## config.mk

```make
export PLATFORM = sky130hd
export DESIGN_NAME = iec61937_burst_packer_top
export DESIGN_NICKNAME = d
export VERILOG_FILES = /design/src/hdl/ibp_pkg.sv /design/src/hdl/iec61937_burst_packer_top.sv /design/src/hdl/ibp_decode.sv
export SDC_FILE = /design/constraint.sdc
export NUM_CORES = 1
export LEC_CHECK = 0
export ABC_CLOCK_PERIOD_IN_PS = 16200
export BUFFER_PORTS_ARGS = -buffer_cell sky130_fd_sc_hd__buf_2
export CORE_ASPECT_RATIO = 0.5
export CORE_UTILIZATION = 50
export DETAILED_ROUTE_END_ITERATION = 10
export GPL_TIMING_DRIVEN = 0
export PLACE_DENSITY = 0.7
export SLEW_MARGIN = 0
export SYNTH_ARGS = -nofsm -noshare
export SYNTH_HDL_FRONTEND = slang
export SYNTH_SLANG_ARGS = --single-unit
```

## constraint.sdc

```tcl
create_clock -name i_clk -period 16.2 [get_ports i_clk]
set_clock_uncertainty 0.05 [all_clocks]
set_input_delay 3.24 -clock i_clk [delete_from_list [all_inputs] [get_ports i_clk]]
set_output_delay 3.24 -clock i_clk [all_outputs]
set_load 0.01 [all_outputs]
```

## src/hdl/ibp_pkg.sv

```systemverilog
// shared types and constants of the burst packer
package ibp_pkg;

    // input command codes
    localparam logic CMD_START = 1'b0;
    localparam logic CMD_BYTE  = 1'b1;

    // configuration register indexes
    localparam logic CFG_BURST_BYTES = 1'b0;
    localparam logic CFG_DATA_TYPE   = 1'b1;

    // configuration reset values
    localparam logic [13:0] BURST_BYTES_RST = 14'd6144;
    localparam logic [4:0]  DATA_TYPE_RST   = 5'd1;

    // burst framing constants
    localparam logic [15:0] SYNC_A          = 16'hF872;
    localparam logic [15:0] SYNC_B          = 16'h4E1F;
    localparam logic [13:0] HEADER_WORDS    = 14'd8;
    localparam logic [12:0] MAX_BURST_WORDS = 13'd4096;

    // position of each header word and of the padding run in the start sequence
    localparam logic [3:0] POS_SYNC_A  = 4'd4;
    localparam logic [3:0] POS_SYNC_B  = 4'd5;
    localparam logic [3:0] POS_PC      = 4'd6;
    localparam logic [3:0] POS_PD      = 4'd7;
    localparam logic [3:0] POS_PADDING = 4'd8;

    // one accepted input word
    typedef struct packed {
        logic        command;
        logic [12:0] frame_bytes;
        logic [7:0]  data_byte;
    } t_job;

    // burst state carried between words
    typedef struct packed {
        logic        in_frame;
        logic [12:0] bytes_remaining;
        logic [11:0] padding_words;
        logic [7:0]  held_byte;
        logic        byte_pending;
    } t_state;

    // one output word
    typedef struct packed {
        logic [15:0] burst_word;
        logic [12:0] repeat_count;
        logic        burst_end;
        logic        error;
    } t_result;

endpackage

```

## src/hdl/iec61937_burst_packer_top.sv

```systemverilog
// burst packer top level: job register, burst state, output register
//
//  channel   | handshake                  | payload
//  ----------+----------------------------+-----------------------------------------
//  input     | i_in_valid / o_in_ready    | i_command, i_frame_bytes, i_data_byte
//  output    | o_out_valid / i_out_ready  | o_burst_word, o_repeat_count,
//            |                            | o_burst_end, o_error
//  config    | i_cfg_we                   | i_cfg_index, i_cfg_data
//
// byte words stream at one word per cycle while the output register has room
// a start word holds the job register while it gives its header words, and the
// padding run when its frame is empty, or a single error word when it is too long;
// a byte that ends a frame with padding gives its data word and then the padding run
// the single output register sets the rate: one result word per cycle while i_out_ready holds
// output stalls hold the job register; words with no result never stall
// synchronous reset clears the job, output valid, burst state and config
module iec61937_burst_packer_top (
    input  logic        i_clk,
    input  logic        i_rst_n,
    input  logic        i_cfg_we,
    input  logic        i_cfg_index,
    input  logic [13:0] i_cfg_data,
    input  logic        i_in_valid,
    output logic        o_in_ready,
    input  logic        i_command,
    input  logic [12:0] i_frame_bytes,
    input  logic [7:0]  i_data_byte,
    output logic        o_out_valid,
    input  logic        i_out_ready,
    output logic [15:0] o_burst_word,
    output logic [12:0] o_repeat_count,
    output logic        o_burst_end,
    output logic        o_error
);
    import ibp_pkg::*;

    logic [13:0] r_burst_bytes;
    logic [4:0]  r_data_type;
    logic        r_job_valid;
    t_job        r_job;
    logic [3:0]  r_idx;
    logic [3:0]  n_idx;
    t_state      r_state;
    logic        r_out_valid;
    t_result     r_out;

    logic [3:0]  w_count;
    t_result     w_result;
    t_state      w_next;
    logic        w_out_free;
    logic        w_fire;
    logic        w_last;
    logic        w_accept;

    // configuration registers
    always_ff @(posedge i_clk) begin
        if (!i_rst_n) begin
            r_burst_bytes <= BURST_BYTES_RST;
            r_data_type   <= DATA_TYPE_RST;
        end else if (i_cfg_we) begin
            unique case (i_cfg_index)
                CFG_BURST_BYTES: r_burst_bytes <= i_cfg_data;
                CFG_DATA_TYPE:   r_data_type   <= i_cfg_data[4:0];
                default:         r_data_type   <= r_data_type;
            endcase
        end
    end

    ibp_decode u_decode (
        .i_job        (r_job),
        .i_state      (r_state),
        .i_index      (r_idx),
        .i_burst_bytes(r_burst_bytes),
        .i_data_type  (r_data_type),
        .o_count      (w_count),
        .o_result     (w_result),
        .o_next       (w_next)
    );

    // job stepping: one result per cycle while the output register has room
    always_comb begin
        w_out_free = !r_out_valid || i_out_ready;
        w_fire     = r_job_valid && ((w_count == 4'd0) || w_out_free);
        w_last     = (w_count == 4'd0) || (r_idx == (w_count - 4'd1));
        o_in_ready = !r_job_valid || (w_fire && w_last);
        w_accept   = i_in_valid && o_in_ready;
        n_idx      = r_idx;
        if (w_accept) begin
            n_idx = 4'd0;
        end else if (w_fire && !w_last) begin
            n_idx = r_idx + 4'd1;
        end
    end

    // job register and burst state
    always_ff @(posedge i_clk) begin
        if (!i_rst_n) begin
            r_job_valid <= 1'b0;
            r_idx       <= 4'd0;
            r_state     <= '0;
        end else begin
            r_idx <= n_idx;
            if (w_fire && w_last) begin
                r_state <= w_next;
            end
            if (w_accept) begin
                r_job_valid <= 1'b1;
            end else if (w_fire && w_last) begin
                r_job_valid <= 1'b0;
            end
        end
    end

    // job payload
    always_ff @(posedge i_clk) begin
        if (w_accept) begin
            r_job <= '{command: i_command, frame_bytes: i_frame_bytes,
                       data_byte: i_data_byte};
        end
    end

    // output register
    always_ff @(posedge i_clk) begin
        if (!i_rst_n) begin
            r_out_valid <= 1'b0;
        end else if (w_fire && (w_count != 4'd0)) begin
            r_out_valid <= 1'b1;
        end else if (i_out_ready) begin
            r_out_valid <= 1'b0;
        end
    end

    always_ff @(posedge i_clk) begin
        if (w_fire && (w_count != 4'd0)) begin
            r_out <= w_result;
        end
    end

    assign o_out_valid    = r_out_valid;
    assign o_burst_word   = r_out.burst_word;
    assign o_repeat_count = r_out.repeat_count;
    assign o_burst_end    = r_out.burst_end;
    assign o_error        = r_out.error;

endmodule

```

## src/hdl/ibp_decode.sv

```systemverilog
// result selection and next burst state for the word held in the job register
module ibp_decode (
    input  ibp_pkg::t_job    i_job,
    input  ibp_pkg::t_state  i_state,
    input  logic [3:0]       i_index,
    input  logic [13:0]      i_burst_bytes,
    input  logic [4:0]       i_data_type,
    output logic [3:0]       o_count,
    output ibp_pkg::t_result o_result,
    output ibp_pkg::t_state  o_next
);
    import ibp_pkg::*;

    logic [12:0] w_half;
    logic [12:0] w_bw;
    logic [13:0] w_need;
    logic        w_too_long;
    logic [11:0] w_start_pad;
    logic [12:0] w_rem;
    logic        w_finish;
    t_result     w_pad_res;

    // burst size and room check for a start word
    always_comb begin
        w_half      = i_burst_bytes[13:1];
        w_bw        = (w_half > MAX_BURST_WORDS) ? MAX_BURST_WORDS : w_half;
        w_need      = HEADER_WORDS + ((14'(i_job.frame_bytes) + 14'd1) >> 1);
        w_too_long  = w_need > {1'b0, w_bw};
        w_start_pad = 12'({1'b0, w_bw} - w_need);
        w_rem       = i_state.bytes_remaining - 13'd1;
        w_finish    = (w_rem == 13'd0);
    end

    // result at the current position and the state after the word
    always_comb begin
        o_next    = i_state;
        o_count   = 4'd0;
        o_result  = '{burst_word: 16'h0000, repeat_count: 13'd1,
                      burst_end: 1'b0, error: 1'b0};
        w_pad_res = '{burst_word: 16'h0000, repeat_count: 13'd1,
                      burst_end: 1'b1, error: 1'b0};
        if (i_job.command == CMD_START) begin
            if (w_too_long) begin
                o_count        = 4'd1;
                o_result.error = 1'b1;
            end else begin
                o_next.padding_words   = w_start_pad;
                o_next.bytes_remaining = i_job.frame_bytes;
                o_next.byte_pending    = 1'b0;
                o_next.held_byte       = 8'h00;
                o_next.in_frame        = (i_job.frame_bytes != 13'd0);
                o_count = ((i_job.frame_bytes == 13'd0) && (w_start_pad != 12'd0))
                          ? 4'd9 : 4'd8;
                w_pad_res.repeat_count = {1'b0, w_start_pad};
                unique case (i_index)
                    POS_SYNC_A:  o_result.burst_word = SYNC_A;
                    POS_SYNC_B:  o_result.burst_word = SYNC_B;
                    POS_PC:      o_result.burst_word = {11'd0, i_data_type};
                    POS_PD: begin
                        o_result.burst_word = {i_job.frame_bytes, 3'b000};
                        o_result.burst_end  = (i_job.frame_bytes == 13'd0) &&
                                              (w_start_pad == 12'd0);
                    end
                    POS_PADDING: o_result = w_pad_res;
                    default:     o_result.burst_word = 16'h0000;
                endcase
            end
        end else if (!i_state.in_frame) begin
            // byte outside a frame
            o_count        = 4'd1;
            o_result.error = 1'b1;
        end else begin
            o_next.bytes_remaining = w_rem;
            w_pad_res.repeat_count = {1'b0, i_state.padding_words};
            if (i_state.byte_pending || w_finish) begin
                o_count = (w_finish && (i_state.padding_words != 12'd0)) ? 4'd2 : 4'd1;
                o_next.byte_pending = 1'b0;
                if (w_finish) begin
                    o_next.in_frame = 1'b0;
                end
                if (i_index == 4'd0) begin
                    o_result.burst_word = i_state.byte_pending
                                          ? {i_state.held_byte, i_job.data_byte}
                                          : {i_job.data_byte, 8'h00};
                    o_result.burst_end  = w_finish && (i_state.padding_words == 12'd0);
                end else begin
                    o_result = w_pad_res;
                end
            end else begin
                // first byte of a pair waits for its partner
                o_next.held_byte    = i_job.data_byte;
                o_next.byte_pending = 1'b1;
            end
        end
    end

endmodule

```

# [Yosys cells after proc, flatten, opt, wreduce, memory -nomap -nowiden]
# Index checks and enable logic that the tools add are counted.
[totals] out_inout_bits=33 regBits=113
[op_classes] n_reduce_logical=36 bitwise_logic=4 addsub=6 muxes=33 n_eq_ne=9 n_lt_le_gt_ge=2
[op_table] op="16-bit one-hot mux with 4 select lines" n=1
[op_table] op="31-bit 2-to-1 mux" n=2
[op_table] op="30-bit 2-to-1 mux" n=2
[op_table] op="35-bit 2-to-1 mux" n=1
[op_table] op="16-bit 2-to-1 mux" n=2
[op_table] op="14-bit 2-to-1 mux" n=2
[op_table] op="13-bit zero test" n=2
[op_table] op="12-bit zero test" n=2
[op_table] op="12-bit 2-to-1 mux" n=2
[op_table] op="12-bit nonzero test" n=2
[op_table] op="9-bit 2-to-1 mux" n=2
[op_table] op="4-bit by 3-bit == test with 1-bit output, second input constant" n=4
[op_table] op="4-bit 2-to-1 mux" n=4
[op_table] op="13-bit by 1-bit adder with 14-bit output, second input constant" n=1
[op_table] op="4-bit by 13-bit adder with 14-bit output, first input constant" n=1
[op_table] op="14-bit by 13-bit greater-than comparator with 1-bit output" n=1
[op_table] op="13-bit greater-than comparator, second input constant" n=1
[op_table] op="13-bit 2-to-1 mux" n=1
[op_table] op="13-bit nonzero test" n=1
[op_table] op="13-bit by 1-bit subtractor with 13-bit output, second input constant" n=1
[op_table] op="12-bit subtractor" n=1
[op_table] op="1-bit 2-to-1 mux" n=11
[op_table] op="1-bit logical AND" n=9
[op_table] op="4-bit zero test" n=2
[op_table] op="18 further kinds" n=32

# [Longest topological paths before layout]
[depth] depth_word=15 ltp_mapped=29

# [By module]
# From an unflattened synthesis, not the netlist that was laid out.
[unflattened] cells_unflattened=838 area_unflattened_um2=7073.0
[modules_own_cells] module="iec61937_burst_packer_top" seq_area_each_um2=2792.7 area_per_inst_um2=4007.6 cells_per_inst=343 n_inst=1
[modules_own_cells] module="ibp_decode" seq_area_each_um2=0.0 area_per_inst_um2=3065.4 cells_per_inst=495 n_inst=1

# [Least setup slack after synthesis]
# OpenSTA, ideal clock, no wires.
[synth_path] path_kind="reg2out" from="register r_job[10] in the netlist's numbering" to="output o_in_ready" setup_slack_ps=6769 stages_incl_launch_ff=27 arrival_time_ps=6141 cell_sequence="edfxtp_1 -> clkbuf_1 -> nand3_1 -> nor3_1 -> nand3_1 -> o211ai_1 -> o31ai_1 -> a22o_1 -> and3_1 -> xor2_1 -> ha_1 -> nand4_1 -> nor4_1 -> a21oi_1 -> o22ai_2 -> nand3_1 -> nor4_1 -> nor2_1 -> inv_1 -> ha_1 -> xnor2_1 -> or4b_2 -> mux2i_1 -> a211oi_1 -> a2111oi_4 -> nor3_4 -> nand2_1"
[synth_between] elab_chain_len=13
[synth_rtl] element="start, declared" line_no="iec61937_burst_packer_top.sv:40" text="t_job r_job;"
[synth_rtl] element="start signal, assigned" line_no="iec61937_burst_packer_top.sv:117" text="r_job <= '{command: i_command, frame_bytes: i_frame_bytes,"
[synth_rtl] element="13-bit by 1-bit adder with 14-bit output" line_no="ibp_decode.sv:27" text="w_need = HEADER_WORDS + ((14'(i_job.frame_bytes) + 14'd1) >> 1);"
[synth_rtl] element="4-bit by 13-bit adder with 14-bit output" line_no="ibp_decode.sv:27"
[synth_rtl] element="12-bit subtractor" line_no="ibp_decode.sv:29" text="w_start_pad = 12'({1'b0, w_bw} - w_need);"
[synth_rtl] element="12-bit nonzero test" line_no="ibp_decode.sv:52" text="o_count = ((i_job.frame_bytes == 13'd0) && (w_start_pad != 12'd0))"
[synth_rtl] element="1-bit logical AND" line_no="ibp_decode.sv:52"
[synth_rtl] element="1-bit 2-to-1 mux" line_no="ibp_decode.sv:53" text="? 4'd9 : 4'd8;"
[synth_rtl] element="4-bit 2-to-1 mux *" line_no="ibp_decode.sv:43" text="if (w_too_long) begin"
[synth_rtl] element="4-bit 2-to-1 mux *" line_no="ibp_decode.sv:42" text="if (i_job.command == CMD_START) begin"
[synth_rtl] element="4-bit by 1-bit subtractor with 4-bit output / 4-bit zero test (equally long branches)" line_no="iec61937_burst_packer_top.sv:84, iec61937_burst_packer_top.sv:83"
[synth_rtl] element="4-bit == test / 1-bit logical OR (equally long branches)" line_no="iec61937_burst_packer_top.sv:84, iec61937_burst_packer_top.sv:83"
[synth_rtl] element="1-bit logical OR / 1-bit logical AND (equally long branches)" line_no="iec61937_burst_packer_top.sv:84, iec61937_burst_packer_top.sv:83"
[synth_rtl] element="1-bit logical AND *" line_no="iec61937_burst_packer_top.sv:85" text="o_in_ready = !r_job_valid || (w_fire && w_last);"
[synth_rtl] element="1-bit logical OR *" line_no="iec61937_burst_packer_top.sv:85"
[synth_rtl] element="end, declared" line_no="iec61937_burst_packer_top.sv:24" text="output logic o_in_ready,"
# Every way passes the cells marked *; elsewhere a longest branch is shown, timed or not.

# [Final worst setup path]
# Same ends and word-level chain as after synthesis.

==> results.md <==
- Post-Syn Instances: 725
- Sequential area share after synthesis: 41.0%
- CP max stage delay: 970 ps
- Cell area after synthesis: 0.00668 sq mm
- Worst Setup Start Kind: flop
- Leakage dissipation: 0.00305 uW
- Asr flop ratio synth: 0%
- H-tree depth: 3
- Clk slew on worst S/H paths: 80 ps
- DRC: 2
- Drt total wl: 18.4 mm
- CTS Buf Count: 9
- Number of global-route vias before repair: 5405
- Tightest Hold Check Type: reg2reg
- Core box area: 0.0128 sq mm
- Peak VDD IR: 0.0000537 V
- Clock latency on the worst-skew pair: 370 ps
- Clock share of power: 30.7%
- Hpwl dp: 13.7 mm
- Final setup fails: 0
- Period utilization: 73.6%
- Crit-path slowest cell: nor4_1
- RSZ-0062 raised after global routing: false
- Psw: 244 uW
- Sw Ratio: 33.3%
- GRT overflow: 0
- Predominant post-synthesis flop cell: dfxtp_1
- Combinational share of power: 25.1%
- Syn_nets: 803
- Most frequent cells in the layout: nand2_1, buf_2, dfxtp_1, edfxtp_1, inv_1
- Max-cap check violation count: 0
- IO buf count: 72
- Failing checks: DRC
- Nets@finish: 888
- Clock buffer depth: 2
- Critical Path AT: 8630 ps
- Initial antenna violation count: 0
- Worst-Margin Slew: 1150 ps
- Worst slew margin: 22.7%
- Total global-route track usage: 27.6%
- DR WL/cell: 18.7 microns
- Crit path setup slack, layout: 4280 ps
- Root Driver: clkbuf_16
- Fin. Hold Viols: 0
- Hold_buf cts: 0
- Crit Path Max Fanout: 10
- Post-synth top area cell: edfxtp_1
- Total power: 735 uW
- Largest net degree at the start of global routing: 34
- Slew Viols, Final: 0
- Status: complete, but fails checks
- Final hold slack: 414 ps
- Die span in x: 165 microns
- Share of the synthesized area in the top cell type: 23.4%
- Gp weighted congestion: 0.921
- Setup WS pre-CTS: 4900 ps
- Routed Antenna Nets: 0
- Postcts setup bufs: 0
- Pre-antenna DRT Iters: 8
- Pwr Density: 96.8 mW/mm^2
- N_diodes: 0
- Commonest non-fill, non-tap cell in the layout: nand2_1
- Sequential group share of total power: 44.2%
- Final non-filler cell total: 985
- Crit path time final: 11920 ps
- Syn_area_per_cell: 9.22 sq um
- Ports: 75
- YS warnings: 0
- Unique masters post-synth: 76
- Initial core utilization: 52.0%
- Sink Count: 111
- DR vias: 5894
- Setup TNS Final: 0 ps
- Global-route wire length before repair: 28.6 mm
- CTS tree: yes
- Flop and latch count out of synthesis: 111
- Number of synthesized flops with an enable pin: 52
- CP required: 12910 ps
- Cell row count: 29
- Post-CTS Resized: 0
- Die ar.: 0.0139 sq mm
- Crit Path Category: reg2out
- Max frequency: 83.9 MHz
- 1st-iter DRT viols: 731
- Critical Path Sink Type: output port
- Area Overhead vs Synth: 13.7%
- Cell internal pwr: 490 uW
- DR vias/cell: 5.98
- Top cells by area, synth: edfxtp_1, dfxtp_1, ha_1
- Fraction of layout cells with a size suffix above 1: 14.0%
- Die H: 83.7 microns
- Post-placement cell count: 968
- Crit path top cell by count: nand3_1
==> layer usage <==
layer	GRT usage (%)	wire length, microns	part of all wire [%]	vias up
li1	-	-	-	2805
met1	40.5	8840	48	2763
met2	40.0	7560	41	298
met3	7.10	1820	9.8	28
met4	6.94	227	1.2	0
met5	0	0	0	-
==> state kept, by name, summed over array words and instances (netlist names), 4 cells and up <==
name,cells
o_burst_word,16
o_repeat_count,12
r_burst_bytes,13
r_data_type,5
r_idx,4
r_job,22
r_state,35
==> power groups by stage <==
stage	sequential (uW)	combinational, uW	clock (uW)
detailed placement	331	179	0
global placement	331	174	0
global route	327	203	238
CTS	324	180	227
finish	325	185	225
floorplan	331	123	0
==> through the flow <==
stage	instance area [sq um]	util, %
2_1_floorplan	6680	-
3_3_place_gp	7250	56.5
3_5_place_dp	7270	56.6
4_1_cts	7570	58.9
5_1_grt	7590	59.1
6_report	7590	59.1
==> kinds of logic (layout without fill, tap and decap cells) <==
| logic type | count (synthesis) | after routing | synth area share, % |
|---|---|---|---|
| XOR/XNOR | 26 | 26 | 3.41 |
| other | 1 | 1 | 0.0561 |
| adder cells (fa/ha/maj) | 37 | 37 | 7.00 |
| AO/OA/AOI/OAI | 182 | 182 | 19.4 |
| buffers and inverters | 85 | 175 | 5.17 |
| AND/OR/NAND/NOR | 254 | 254 | 19.6 |
| flip-flops | 111 | 111 | 41.0 |
| multiplexers | 29 | 29 | 4.34 |
==> final cells by class <==
type                    count  area [sq um]
well taps                 170           213
inverters                  43           161
fillers                  1182          5250
flip-flops and latches    111          2740
repair buffers             74           403
plain buffers              42           184
clock buffers              10           229
multi-input cells         529          3600
clock inverters             6          63.8
==> worst max-delay path, delay by kind of cell (launching register included) <==
kind / cells / cell delay, ps
AO/OA/AOI/OAI: 7 / 2330
XOR/XNOR: 2 / 420
adder cells (fa/ha/maj): 2 / 690
buffers and inverters: 3 / 700
flip-flops: 1 / 330
multiplexers: 1 / 60
AND/OR/NAND/NOR: 12 / 3730
==> worst paths after layout <==
path                    from    endpoint  slack [ps]  cells past startpoint
setup reg to reg   r_job[10]   r_job[11]        7410                     27
hold reg to reg   r_state[5]  r_state[5]         410                      2
setup / recovery   r_job[10]  o_in_ready        4280                     27
hold / removal    r_state[5]  r_state[5]         410                      2
==> synthesized netlist by cell type, drive strengths merged, types with 3 or more instances <==
| master | count |
|---|---|
| nand4 | 3 |
| or4 | 7 |
| nand2 | 99 |
| or3 | 6 |
| o31ai | 6 |
| o22ai | 11 |
| o21ai | 32 |
| nor3 | 7 |
| xor2 | 11 |
| nor2b | 17 |
| mux2i | 29 |
| and3 | 7 |
| edfxtp | 52 |
| o211ai | 4 |
| ha | 35 |
| a21oi | 40 |
| a31o | 5 |
| buf | 11 |
| nand3b | 3 |
| and2 | 8 |
| a21boi | 18 |
| a22o | 13 |
| or2 | 4 |
| xnor2 | 15 |
| a221oi | 3 |
| nor2 | 24 |
| dfxtp | 59 |
| nor4b | 5 |
| o32ai | 3 |
| a21o | 6 |
| clkbuf | 31 |
| nor4 | 11 |
| a31oi | 5 |
| o211a | 7 |
| o21bai | 3 |
| inv | 43 |
| nand3 | 40 |
| a22oi | 3 |
| nand2b | 7 |
Note: power is estimated with default switching activity, not from simulation.
